**src/rtl/sha256_pkg.sv**
```systemverilog
// SHA-256 stream hasher: shared types, constants and a rotate function.
// No dependencies.
package sha256_pkg;

    typedef enum logic [2:0] {
        ST_IDLE,
        ST_LOAD,
        ST_ROUND,
        ST_FOLD,
        ST_PAD,
        ST_EMIT
    } sha_state_t;

    typedef struct packed {
        logic       start_block;  // copy H into a..h
        logic       round_en;     // run one round
        logic       fold;         // add a..h into H
        logic       reset_chain;  // H back to initial values
    } sha_cmd_t;

    localparam logic [7:0] PAD_BYTE = 8'h80;
    localparam logic [5:0] LEN_START = 6'd56;

    localparam logic [31:0] INIT_H [8] = '{
        32'h6a09e667, 32'hbb67ae85, 32'h3c6ef372, 32'ha54ff53a,
        32'h510e527f, 32'h9b05688c, 32'h1f83d9ab, 32'h5be0cd19
    };

    localparam logic [31:0] ROUND_K [64] = '{
        32'h428a2f98, 32'h71374491, 32'hb5c0fbcf, 32'he9b5dba5,
        32'h3956c25b, 32'h59f111f1, 32'h923f82a4, 32'hab1c5ed5,
        32'hd807aa98, 32'h12835b01, 32'h243185be, 32'h550c7dc3,
        32'h72be5d74, 32'h80deb1fe, 32'h9bdc06a7, 32'hc19bf174,
        32'he49b69c1, 32'hefbe4786, 32'h0fc19dc6, 32'h240ca1cc,
        32'h2de92c6f, 32'h4a7484aa, 32'h5cb0a9dc, 32'h76f988da,
        32'h983e5152, 32'ha831c66d, 32'hb00327c8, 32'hbf597fc7,
        32'hc6e00bf3, 32'hd5a79147, 32'h06ca6351, 32'h14292967,
        32'h27b70a85, 32'h2e1b2138, 32'h4d2c6dfc, 32'h53380d13,
        32'h650a7354, 32'h766a0abb, 32'h81c2c92e, 32'h92722c85,
        32'ha2bfe8a1, 32'ha81a664b, 32'hc24b8b70, 32'hc76c51a3,
        32'hd192e819, 32'hd6990624, 32'hf40e3585, 32'h106aa070,
        32'h19a4c116, 32'h1e376c08, 32'h2748774c, 32'h34b0bcb5,
        32'h391c0cb3, 32'h4ed8aa4a, 32'h5b9cca4f, 32'h682e6ff3,
        32'h748f82ee, 32'h78a5636f, 32'h84c87814, 32'h8cc70208,
        32'h90befffa, 32'ha4506ceb, 32'hbef9a3f7, 32'hc67178f2
    };

    function automatic logic [31:0] rotr(input logic [31:0] x, input int n);
        rotr = (x >> n) | (x << (32 - n));
    endfunction

endpackage

```
**src/rtl/sha256_datapath.sv**
```systemverilog
// SHA-256 compression datapath: schedule window (also holds the incoming
// block bytes), working registers, chain value. Depends on sha256_pkg.
module sha256_datapath
    import sha256_pkg::*;
(
    input  logic        clk,
    input  logic        rst_n,
    input  sha_cmd_t    cmd,
    input  logic        byte_we,       // write one byte into the block buffer
    input  logic [5:0]  byte_addr,
    input  logic [7:0]  byte_data,
    input  logic [5:0]  round_idx,
    input  logic [2:0]  out_sel,
    output logic [31:0] out_word
);

    logic [31:0] w_reg [16];
    logic [31:0] a_reg, b_reg, c_reg, d_reg, e_reg, f_reg, g_reg, h_reg;
    logic [31:0] h0_reg [8];

    logic [31:0] w_new, w_cur, t1, t2, s0, s1, ep0, ep1, ch, maj;

    always_comb
    begin
        s0 = rotr(w_reg[1], 7) ^ rotr(w_reg[1], 18) ^ (w_reg[1] >> 3);
        s1 = rotr(w_reg[14], 17) ^ rotr(w_reg[14], 19) ^ (w_reg[14] >> 10);
        w_new = s1 + w_reg[9] + s0 + w_reg[0];
        // first 16 rounds rotate the loaded words through index 0
        w_cur = (round_idx < 6'd16) ? w_reg[0] : w_new;
        ep1 = rotr(e_reg, 6) ^ rotr(e_reg, 11) ^ rotr(e_reg, 25);
        ch  = (e_reg & f_reg) ^ (~e_reg & g_reg);
        t1  = h_reg + ep1 + ch + ROUND_K[round_idx] + w_cur;
        ep0 = rotr(a_reg, 2) ^ rotr(a_reg, 13) ^ rotr(a_reg, 22);
        maj = (a_reg & b_reg) ^ (a_reg & c_reg) ^ (b_reg & c_reg);
        t2  = ep0 + maj;
    end

    always_ff @(posedge clk)
    begin
        if (byte_we)
        begin
            // byte k lands big-endian in word k/4
            w_reg[byte_addr[5:2]][{~byte_addr[1:0], 3'b000} +: 8] <= byte_data;
        end
        else if (cmd.start_block)
        begin
            a_reg <= h0_reg[0]; b_reg <= h0_reg[1]; c_reg <= h0_reg[2]; d_reg <= h0_reg[3];
            e_reg <= h0_reg[4]; f_reg <= h0_reg[5]; g_reg <= h0_reg[6]; h_reg <= h0_reg[7];
        end
        else if (cmd.round_en)
        begin
            for (int i = 0; i < 15; i++)
            begin
                w_reg[i] <= w_reg[i+1];
            end
            w_reg[15] <= w_cur;
            h_reg <= g_reg; g_reg <= f_reg; f_reg <= e_reg; e_reg <= d_reg + t1;
            d_reg <= c_reg; c_reg <= b_reg; b_reg <= a_reg; a_reg <= t1 + t2;
        end
    end

    always_ff @(posedge clk or negedge rst_n)
    begin
        if (!rst_n)
        begin
            for (int i = 0; i < 8; i++) h0_reg[i] <= INIT_H[i];
        end
        else if (cmd.reset_chain)
        begin
            for (int i = 0; i < 8; i++) h0_reg[i] <= INIT_H[i];
        end
        else if (cmd.fold)
        begin
            h0_reg[0] <= h0_reg[0] + a_reg; h0_reg[1] <= h0_reg[1] + b_reg;
            h0_reg[2] <= h0_reg[2] + c_reg; h0_reg[3] <= h0_reg[3] + d_reg;
            h0_reg[4] <= h0_reg[4] + e_reg; h0_reg[5] <= h0_reg[5] + f_reg;
            h0_reg[6] <= h0_reg[6] + g_reg; h0_reg[7] <= h0_reg[7] + h_reg;
        end
    end

    assign out_word = h0_reg[out_sel];

endmodule

```
**src/rtl/sha256_ctrl.sv**
```systemverilog
// SHA-256 controller: byte intake, padding sequence, round counter, digest
// output. Depends on sha256_pkg.
module sha256_ctrl
    import sha256_pkg::*;
(
    input  logic        clk,
    input  logic        rst_n,
    input  logic        in_valid,
    output logic        in_ready,
    input  logic [7:0]  in_byte,
    input  logic        in_bvalid,
    input  logic        in_last,
    output logic        out_valid,
    input  logic        out_ready,
    output logic [2:0]  out_num,
    output logic        out_last,
    output sha_cmd_t    cmd,
    output logic        byte_we,
    output logic [5:0]  byte_addr,
    output logic [7:0]  byte_data,
    output logic [5:0]  round_idx
);

    sha_state_t  state_reg, state_next;
    logic [5:0]  fill_reg, fill_next;
    logic [5:0]  cnt_reg, cnt_next;
    logic [60:0] len_reg, len_next;
    logic        closing_reg, closing_next;  // message end in progress
    logic        extra_reg, extra_next;      // a length-only block still follows
    logic        padded_reg, padded_next;    // 0x80 byte has gone out for this message
    logic [2:0]  num_reg, num_next;
    logic [63:0] bits;
    logic        accept;

    assign accept = in_valid && in_ready;
    assign bits = {len_reg, 3'b000};

    always_comb
    begin
        state_next = state_reg;
        case (state_reg)
            ST_IDLE:
            begin
                if (accept)
                begin
                    if (in_bvalid && fill_reg == 6'd63) state_next = ST_LOAD;
                    else if (in_last) state_next = ST_PAD;
                end
            end
            ST_LOAD:  state_next = ST_ROUND;
            ST_ROUND: if (cnt_reg == 6'd63) state_next = ST_FOLD;
            ST_FOLD:
            begin
                if (!closing_reg) state_next = ST_IDLE;
                else if (!padded_reg || extra_reg) state_next = ST_PAD;
                else state_next = ST_EMIT;
            end
            // pad sweep writes bytes fill..63 (0..63 for a length-only block), one per cycle
            ST_PAD:   if (cnt_reg == 6'd63) state_next = ST_LOAD;
            ST_EMIT:  if (out_ready && num_reg == 3'd7) state_next = ST_IDLE;
            default:  state_next = ST_IDLE;
        endcase
    end

    always_comb
    begin
        fill_next = fill_reg;
        cnt_next = cnt_reg;
        len_next = len_reg;
        closing_next = closing_reg;
        extra_next = extra_reg;
        num_next = num_reg;
        case (state_reg)
            ST_IDLE:
            begin
                if (accept)
                begin
                    if (in_bvalid)
                    begin
                        fill_next = fill_reg + 6'd1;
                        len_next = len_reg + 61'd1;
                    end
                    closing_next = in_last;
                    cnt_next = in_bvalid ? fill_reg + 6'd1 : fill_reg;
                    if (in_bvalid && fill_reg == 6'd63) cnt_next = 6'd0;
                    extra_next = in_last && ((in_bvalid ? fill_reg + 6'd1 : fill_reg)
                                 >= LEN_START);
                end
            end
            ST_LOAD:  cnt_next = 6'd0;
            ST_ROUND: cnt_next = cnt_reg + 6'd1;
            ST_FOLD:
            begin
                // length-only block is swept from byte 0; otherwise from the fill
                cnt_next = padded_reg ? 6'd0 : fill_reg;
                if (closing_reg && extra_reg) extra_next = 1'b0;
            end
            ST_PAD:   cnt_next = cnt_reg + 6'd1;
            ST_EMIT:
            begin
                if (out_ready)
                begin
                    num_next = num_reg + 3'd1;
                    if (num_reg == 3'd7)
                    begin
                        fill_next = 6'd0;
                        len_next = '0;
                        closing_next = 1'b0;
                    end
                end
            end
            default: ;
        endcase
    end

    always_comb
    begin
        cmd = '0;
        byte_we = 1'b0;
        byte_addr = fill_reg;
        byte_data = in_byte;
        in_ready = (state_reg == ST_IDLE);
        out_valid = (state_reg == ST_EMIT);
        case (state_reg)
            ST_IDLE:  byte_we = accept && in_bvalid;
            ST_LOAD:  cmd.start_block = 1'b1;
            ST_ROUND: cmd.round_en = 1'b1;
            ST_FOLD:  cmd.fold = 1'b1;
            ST_PAD:
            begin
                byte_we = 1'b1;
                byte_addr = cnt_reg;
                // pad byte only at the fill position of the first padded block
                if (cnt_reg == fill_reg && !padded_reg)
                    byte_data = PAD_BYTE;
                else if (cnt_reg >= LEN_START && !extra_reg)
                    byte_data = bits[8*(6'd63 - cnt_reg) +: 8];
                else
                    byte_data = 8'h00;
            end
            ST_EMIT:  cmd.reset_chain = out_ready && num_reg == 3'd7;
            default: ;
        endcase
    end

    always_comb
    begin
        padded_next = padded_reg;
        if (state_reg == ST_PAD && cnt_reg == fill_reg) padded_next = 1'b1;
        if (state_reg == ST_EMIT) padded_next = 1'b0;
    end

    always_ff @(posedge clk or negedge rst_n)
    begin
        if (!rst_n)
        begin
            state_reg <= ST_IDLE;
            fill_reg <= '0;
            cnt_reg <= '0;
            len_reg <= '0;
            closing_reg <= 1'b0;
            extra_reg <= 1'b0;
            num_reg <= '0;
            padded_reg <= 1'b0;
        end
        else
        begin
            state_reg <= state_next;
            fill_reg <= fill_next;
            cnt_reg <= cnt_next;
            len_reg <= len_next;
            closing_reg <= closing_next;
            extra_reg <= extra_next;
            num_reg <= num_next;
            padded_reg <= padded_next;
        end
    end

    assign round_idx = cnt_reg;
    assign out_num = num_reg;
    assign out_last = (num_reg == 3'd7);

endmodule

```
**src/rtl/sha256_stream_hasher_top.sv**
```systemverilog
// Channel  | Dir | Payload
// s_axis   | in  | tdata[7:0] data_byte; tuser[0] byte_valid; tlast end_of_message
// m_axis   | out | tdata[31:0] digest_word; tuser[2:0] word_number; tlast final_word
// One byte item per cycle while the controller is idle; a full block runs in the
// single round unit (load, 64 rounds, fold). End of message adds a pad sweep
// over bytes fill..63 and a block; a second sweep over all 64 bytes and a block
// follow when fill is 56 or more. Then 8 digest items.
// Reset (rst_n low, async) restores the initial hash and clears counters.
// m_axis stalls hold the digest; s_axis is not taken during blocks, padding or output.
// Top level; depends on sha256_pkg, sha256_ctrl, sha256_datapath.
module sha256_stream_hasher_top
    import sha256_pkg::*;
(
    input  logic        clk,
    input  logic        rst_n,
    input  logic        s_axis_tvalid,
    output logic        s_axis_tready,
    input  logic [7:0]  s_axis_tdata,   // [7:0] data_byte
    input  logic        s_axis_tuser,   // [0] byte_valid
    input  logic        s_axis_tlast,
    output logic        m_axis_tvalid,
    input  logic        m_axis_tready,
    output logic [31:0] m_axis_tdata,   // [31:0] digest_word
    output logic [2:0]  m_axis_tuser,   // [2:0] word_number
    output logic        m_axis_tlast
);

    sha_cmd_t    cmd;
    logic        byte_we;
    logic [5:0]  byte_addr, round_idx;
    logic [7:0]  byte_data;

    sha256_ctrl u_ctrl (
        .clk       (clk),
        .rst_n     (rst_n),
        .in_valid  (s_axis_tvalid),
        .in_ready  (s_axis_tready),
        .in_byte   (s_axis_tdata),
        .in_bvalid (s_axis_tuser),
        .in_last   (s_axis_tlast),
        .out_valid (m_axis_tvalid),
        .out_ready (m_axis_tready),
        .out_num   (m_axis_tuser),
        .out_last  (m_axis_tlast),
        .cmd       (cmd),
        .byte_we   (byte_we),
        .byte_addr (byte_addr),
        .byte_data (byte_data),
        .round_idx (round_idx)
    );

    sha256_datapath u_dp (
        .clk       (clk),
        .rst_n     (rst_n),
        .cmd       (cmd),
        .byte_we   (byte_we),
        .byte_addr (byte_addr),
        .byte_data (byte_data),
        .round_idx (round_idx),
        .out_sel   (m_axis_tuser),
        .out_word  (m_axis_tdata)
    );

endmodule

```
**config.mk**
```make
export PLATFORM = sky130hd
export DESIGN_NAME = sha256_stream_hasher_top
export DESIGN_NICKNAME = d
export VERILOG_FILES = /design/src/rtl/sha256_pkg.sv /design/src/rtl/sha256_datapath.sv /design/src/rtl/sha256_ctrl.sv /design/src/rtl/sha256_stream_hasher_top.sv
export SDC_FILE = /design/constraint.sdc
export NUM_CORES = 2
export LEC_CHECK = 0
export BUFFER_PORTS_ARGS = -buffer_cell sky130_fd_sc_hd__buf_2
export CAP_MARGIN = 20
export CELL_PAD_IN_SITES_DETAIL_PLACEMENT = 1
export CELL_PAD_IN_SITES_GLOBAL_PLACEMENT = 2
export CORE_MARGIN = 2
export CORE_UTILIZATION = 47
export DETAILED_ROUTE_END_ITERATION = 10
export PLACE_DENSITY_LB_ADDON = 0.1
export SYNTH_ARGS = -nofsm -noshare
export SYNTH_HDL_FRONTEND = slang
export SYNTH_HIERARCHICAL = 1
export SYNTH_SLANG_ARGS = --single-unit
```
**constraint.sdc**
```tcl
create_clock -name clk -period 19.6 [get_ports clk]
set_input_delay 1.96 -clock clk [delete_from_list [all_inputs] [get_ports clk]]
set_output_delay 1.96 -clock clk [all_outputs]
set_load 0.05 [all_outputs]
```
### Word-level counts from Yosys, hierarchy flattened

Memories as Yosys holds them, arrays and structs flattened.
Index checks and enable logic that the tools add are counted.

| word-level totals | value |
|---|---|
| flip-flop bits (word level) | 594 |
| bits in writable memories | 512 |
| ROM bits | 2048 |
| input bits | 14 |
| output and inout bits | 38 |
| logic and storage cells | 209 |
| memories | 2 |

Memory list:

| memory | words | bits a word | read ports | clocked after Yosys merged registers in | write ports | RTL line | RTL |
|---|---|---|---|---|---|---|---|
| (name not given) | 64 | 32 | 1 | 0 | 0 | sha256_datapath.sv:32 | `t1 = h_reg + ep1 + ch + ROUND_K[round_idx] + w_cur;` |
| u_dp.w_reg | 16 | 32 | 16 | 0 | 16 | sha256_datapath.sv:17 | `logic [31:0] w_reg [16];` |

| cells by class | value |
|---|---|
| add/sub/neg operators | 24 |
| magnitude comparators | 5 |
| eq/ne operators | 18 |
| shifts and indexed selects | 3 |
| mux-type cells | 74 |
| bitwise logic cells | 31 |
| reductions and logical operators | 28 |

Operators with widths:

| cell | number |
|---|---|
| 32-bit 2-to-1 mux | 24 |
| 32-bit adder | 18 |
| 256-bit 2-to-1 mux | 2 |
| 32-bit XOR | 9 |
| 61-bit 2-to-1 mux | 4 |
| 32-bit bitwise AND | 5 |
| 61-bit one-hot mux with 2 select lines | 1 |
| 32-bit binary-select mux with 3-bit select | 1 |
| 64-bit by 33-bit indexed part select with 8-bit output | 1 |
| 61-bit by 1-bit adder with 61-bit output, second input constant | 1 |
| 6-bit 2-to-1 mux | 8 |
| 32-bit inverter | 1 |
| 10-bit by 32-bit OR with 32-bit output | 1 |
| 13-bit by 32-bit OR with 32-bit output | 1 |
| 14-bit by 32-bit OR with 32-bit output | 1 |
| 15-bit by 32-bit OR with 32-bit output | 1 |
| 19-bit by 32-bit OR with 32-bit output | 1 |
| 21-bit by 32-bit OR with 32-bit output | 1 |
| 25-bit by 32-bit OR with 32-bit output | 1 |
| 26-bit by 32-bit OR with 32-bit output | 1 |
| 30-bit by 32-bit OR with 32-bit output | 1 |
| 7-bit by 32-bit OR with 32-bit output | 1 |
| 32-bit OR reduction | 1 |
| 8-bit by 7-bit variable shift with 32-bit output, first input constant | 1 |
| other kinds (42) | 96 |

### Logic depth before layout (Yosys ltp)

An unclocked memory read counts as a cell.

| depth | value |
|---|---|
| depth after elaboration | 12 |
| depth in mapped cells | 49 |
| depth with buffers taken out | 49 |

### Modules after synthesis

Netlist, hierarchy kept.

By module, submodules not included:

| module | instances | cells an instance | area an instance (µm²) | sequential area each (µm²) |
|---|---|---|---|---|
| sha256_datapath | 1 | 6663 | 71084.4 | 29638.4 |
| sha256_ctrl | 1 | 613 | 5303.8 | 2052.0 |

### Worst setup path after synthesis

No wires, ideal clock.

| timing path | value |
|---|---|
| path kind | input -> register |
| from | input port s_axis_tuser |
| to | register u_dp.a_reg[0], enable pin |
| setup time | 877 ps |
| arrival | 13055 ps |
| required time | 18723 ps |
| slack | 5669 ps |
| stages | 4 |
| buffers on the path | 1 |
| path through | buf_1 > a21oi_1 > nor3_1 > nor2_1 |

| on the way | value |
|---|---|
| word-level cells in the longest chain between the ends | 4 |

RTL lines:

| element | RTL line | RTL |
|---|---|---|
| from (decl) | sha256_stream_hasher_top.sv:19 | `input logic s_axis_tuser,` |
| 1-bit logical AND | sha256_ctrl.sv:125 | `ST_IDLE: byte_we = accept && in_bvalid;` |
| 1-bit one-hot mux with 2 select lines | sha256_ctrl.sv:124 | `case (state_reg)` |
| via byte_we | sha256_stream_hasher_top.sv:29 | `logic byte_we;` |
| 1-bit inverter (no source line) | -- |  |
| 2-bit AND reduction (no source line) | -- |  |
| to (signal assigned) | sha256_datapath.sv:47 | `a_reg <= h0_reg[0]; b_reg <= h0_reg[1]; c_reg <= h0_reg[2]; d_reg <= h0_reg[3];` |
| to (signal assigned) | sha256_datapath.sv:58 | `d_reg <= c_reg; c_reg <= b_reg; b_reg <= a_reg; a_reg <= t1 + t2;` |
| to (decl) | sha256_datapath.sv:18 | `logic [31:0] a_reg, b_reg, c_reg, d_reg, e_reg, f_reg, g_reg, h_reg;` |

The timed path passes the listed nets, and every way through them passes these cells.
A chain may end at the register's enable or synchronous reset.

==> impl_metrics.py <==
metrics = {
    "critical_path": {
        "end_kind": "register",
        "cp_max_fo": 6,
        "worstPathArrival_ns": 11.78,
        "cp_slowest_stage_delay_ns": 0.53,
        "reg2reg_to": "u_dp/a_reg[31]$_DFFE_PP_",
        "crit_top_cell": "inv_1",
        "rr_worst_depth": 49,
        "worst-setup-path-type": "register to register",
        "reg2reg_slack_ns": 8.37,
        "rr_startpoint": "u_dp/w_reg[14][18]$_DFFE_PP_",
        "cp-start-kind": "register",
        "cp_data_required_time_ns": 20.15,
        "cpMaxStageDelayCell": "fa_1",
    },
    "hold_path": {
        "hp-class": "register to register",
        "whs_endpoint": "u_dp/w_reg[14][25]$_DFFE_PP_",
        "min-delay-start": "u_dp/w_reg[15][25]$_DFFE_PP_",
        "min_path_cells": 1,
    },
    "sta": {
        "fin_skew_ns": 0.0448,
        "worst_pin_slew_ns": 1.21,
        "finalCritPeriodShare_pct": 57.3,
        "rsz0062_at_grt": "false",
        "finalSetupTns_ns": 0,
        "post-route-min-period_ns": 11.23,
        "max_freq_mhz": 89.0,
        "slew_headroom_pct": 18.3,
        "finalHoldViolations": 0,
        "setup_viol": 0,
        "slew_viol_final": 0,
    },
    "cts": {
        "post_cts_resize_count": 0,
        "htreeDepth": 4,
        "cts_tree": "built",
        "ctsHoldBuffers": 0,
        "post_cts_buffers": 0,
        "cts-root-buf": "clkbuf_16",
        "clk_pin_slew_ns": 0.06,
        "clock-sinks": 1106,
        "cts_buffers": 135,
        "cts_buffer_depth": 3,
        "clkLatencyLatePin_ns": 0.81,
    },
    "routing": {
        "drc": 0,
        "ant_nets": 0,
        "wl_per_cell_um": 28.2,
        "vias_per_cell": 6.15,
        "vias": 58200,
        "initialDrtViolationCount": 5101,
        "first_pass_iters": 5,
        "drt_wl_total_mm": 266,
    },
    "placed_design": {
        "io_buffers": 51,
        "routabilityCongestion": 0.950,
        "hpwl_mm": 198,
        "placed_area_sq_um": 78800,
        "placedCellCount": 9202,
    },
    "synth": {
        "avgSynthCellArea_sq_um": 10.5,
        "synth-main-ff-cell": "edfxtp_1",
        "synth_top_cell_by_area": "edfxtp_1",
        "yosys-top-cells-area": "edfxtp_1 30%, ha_1 6.8%, a21o_1 6.6%, dfrtp_1 6.6%, fa_1 5.2%",
        "yosys_warnings": 6,
        "async_flop_share_pct": 30.6,
        "synthDominantCellAreaShare_pct": 30.2,
        "ys_seq_elements": 1106,
        "syn-num-nets": 7901,
        "synth_edf_count": 768,
        "synth_cell_types": 98,
        "synthCells": 7276,
        "synth_area_sq_um": 76400,
        "ys_seq_area_share_pct": 41.5,
    },
    "grt": {
        "grt_max_degree": 203,
        "overflow": 0,
        "grt_busiest_layer": "met2",
        "grt_pass1_vias": 59000,
        "use_met1_pct": 46.8,
        "grtUsageMet3_pct": 5.06,
        "use_met2_pct": 48.4,
        "antenna_found_initial": 2,
        "grt_use_total_pct": 31.7,
        "grt_pass1_wl_mm": 398,
    },
    "final_layout": {
        "fin_area_sq_um": 83300,
        "largest_reg_flops": 512,
        "layoutNonFillerInstCount": 9462,
        "antenna_cells": 0,
        "layout-drive-gt1-share_pct": 12.7,
        "syn_to_final_growth_pct": 9.06,
        "nets": 7825,
    },
    "die": {
        "ioPinCount": 52,
        "die_x_um": 407,
        "floorplan.initialDensity_pct": 47.5,
        "core-area_sq_um": 161000,
        "die-area_sq_um": 166000,
        "fp.dieH_um": 407,
        "fp-row-count": 147,
    },
    "job": {
        "max_cap_violations": 0,
    },
    "status": {
        "status": "finished clean",
    },
}
[kinds of logic (layout without fill, tap and decap cells)]
group           count (synthesis)  count (layout)  synth area share (%)
compound gates               2148            2148                  18.4
xor+xnor                      588             588                  6.77
fa+ha+maj                     615             615                  12.0
buf+inv                       902             928                  4.45
flops                        1106            1106                  41.5
mux                           463             463                  7.89
simple gates                 1454            1454                  8.99
[worst max path at each step]
stage	startpoint	end	slack, ns	cells past startpoint
2_1_floorplan	s_axis_tuser	u_dp/a_reg[0]$_DFFE_PP_	5.67	4
3_3_place_gp	u_dp/w_reg[14][20]$_DFFE_PP_	u_dp/a_reg[31]$_DFFE_PP_	8.50	49
3_5_place_dp	u_dp/w_reg[14][18]$_DFFE_PP_	u_dp/a_reg[31]$_DFFE_PP_	8.47	46
4_1_cts	u_dp/w_reg[14][18]$_DFFE_PP_	u_dp/a_reg[31]$_DFFE_PP_	8.42	46
5_1_grt	u_dp/w_reg[14][18]$_DFFE_PP_	u_dp/a_reg[31]$_DFFE_PP_	7.64	49
6_report	u_dp/w_reg[14][18]$_DFFE_PP_	u_dp/a_reg[31]$_DFFE_PP_	8.37	49
[layer usage]
| layer | wire length (um) | vias to the layer above |
|---|---|---|
| met2 | 119000 | 1550 |
| met3 | 16300 | 352 |
| met4 | 7670 | 0 |
| met1 | 124000 | 30200 |
| met5 | 0 | - |
| li1 | - | 26100 |
[Yosys cell counts, types with 83 or more instances]
library cell and count:
xnor2_1 385, mux2i_1 118, clkbuf_1 354, nor3_1 91, mux4_2 84, o21bai_1 83, mux2_2 260, xor2_1 201
a21oi_1 446, fa_1 197, ha_1 414, a21o_1 674, nand3_1 95, nand2_1 444, nor2_1 417, o21ai_0 454
dfstp_2 136, inv_1 492, edfxtp_1 768, dfrtp_1 202
[layout make-up]
cell class | instances | area (sq um)
Inverter | 497 | 1880
Clock buffer | 193 | 3800
Sequential cell | 1106 | 31700
Timing Repair Buffer | 192 | 1320
Clock inverter | 46 | 559
Tap cell | 2160 | 2700
Multi-Input combinational cell | 5268 | 41300
Fill cell | 17300 | 77600
[metrics by stage]
step	hold WS (ns)	util, %	setup slack, ns
2_1_floorplan	0.473	-	5.67
3_3_place_gp	0.491	48.9	8.50
3_5_place_dp	0.497	49.0	8.47
4_1_cts	0.487	51.7	8.42
5_1_grt	0.522	51.8	7.64
6_report	0.490	51.8	8.37
[critical path, delay by kind of cell, from the launching register on]
family          cells  cell delay [ns]
mux                 2             0.44
simple gates        6             0.73
xor+xnor            6             1.27
buf+inv             8             0.50
compound gates     17             3.34
flops               1             0.49
fa+ha+maj          10             4.18
[layout by cell type (no fill, tap or decap), types with 90 or more instances in the layout]
| cell type | synthesis | layout |
|---|---|---|
| xor2_1 | 201 | 201 |
| o21ai_0 | 454 | 447 |
| a21o_1 | 674 | 674 |
| mux2i_1 | 118 | 118 |
| fa_1 | 197 | 197 |
| clkbuf_16 | 0 | 137 |
| nor2_1 | 417 | 414 |
| ha_1 | 414 | 414 |
| dfstp_2 | 136 | 136 |
| inv_1 | 492 | 491 |
| xnor2_1 | 385 | 385 |
| nand2_1 | 444 | 444 |
| mux2_2 | 260 | 260 |
| a21oi_1 | 446 | 446 |
| nand3_1 | 95 | 95 |
| buf_4 | 2 | 108 |
| dfrtp_1 | 202 | 194 |
| edfxtp_1 | 768 | 768 |
| nor3_1 | 91 | 90 |
Power is not shown: default switching activity piles up to over one toggle a cycle in this logic, so the estimate is an artifact.
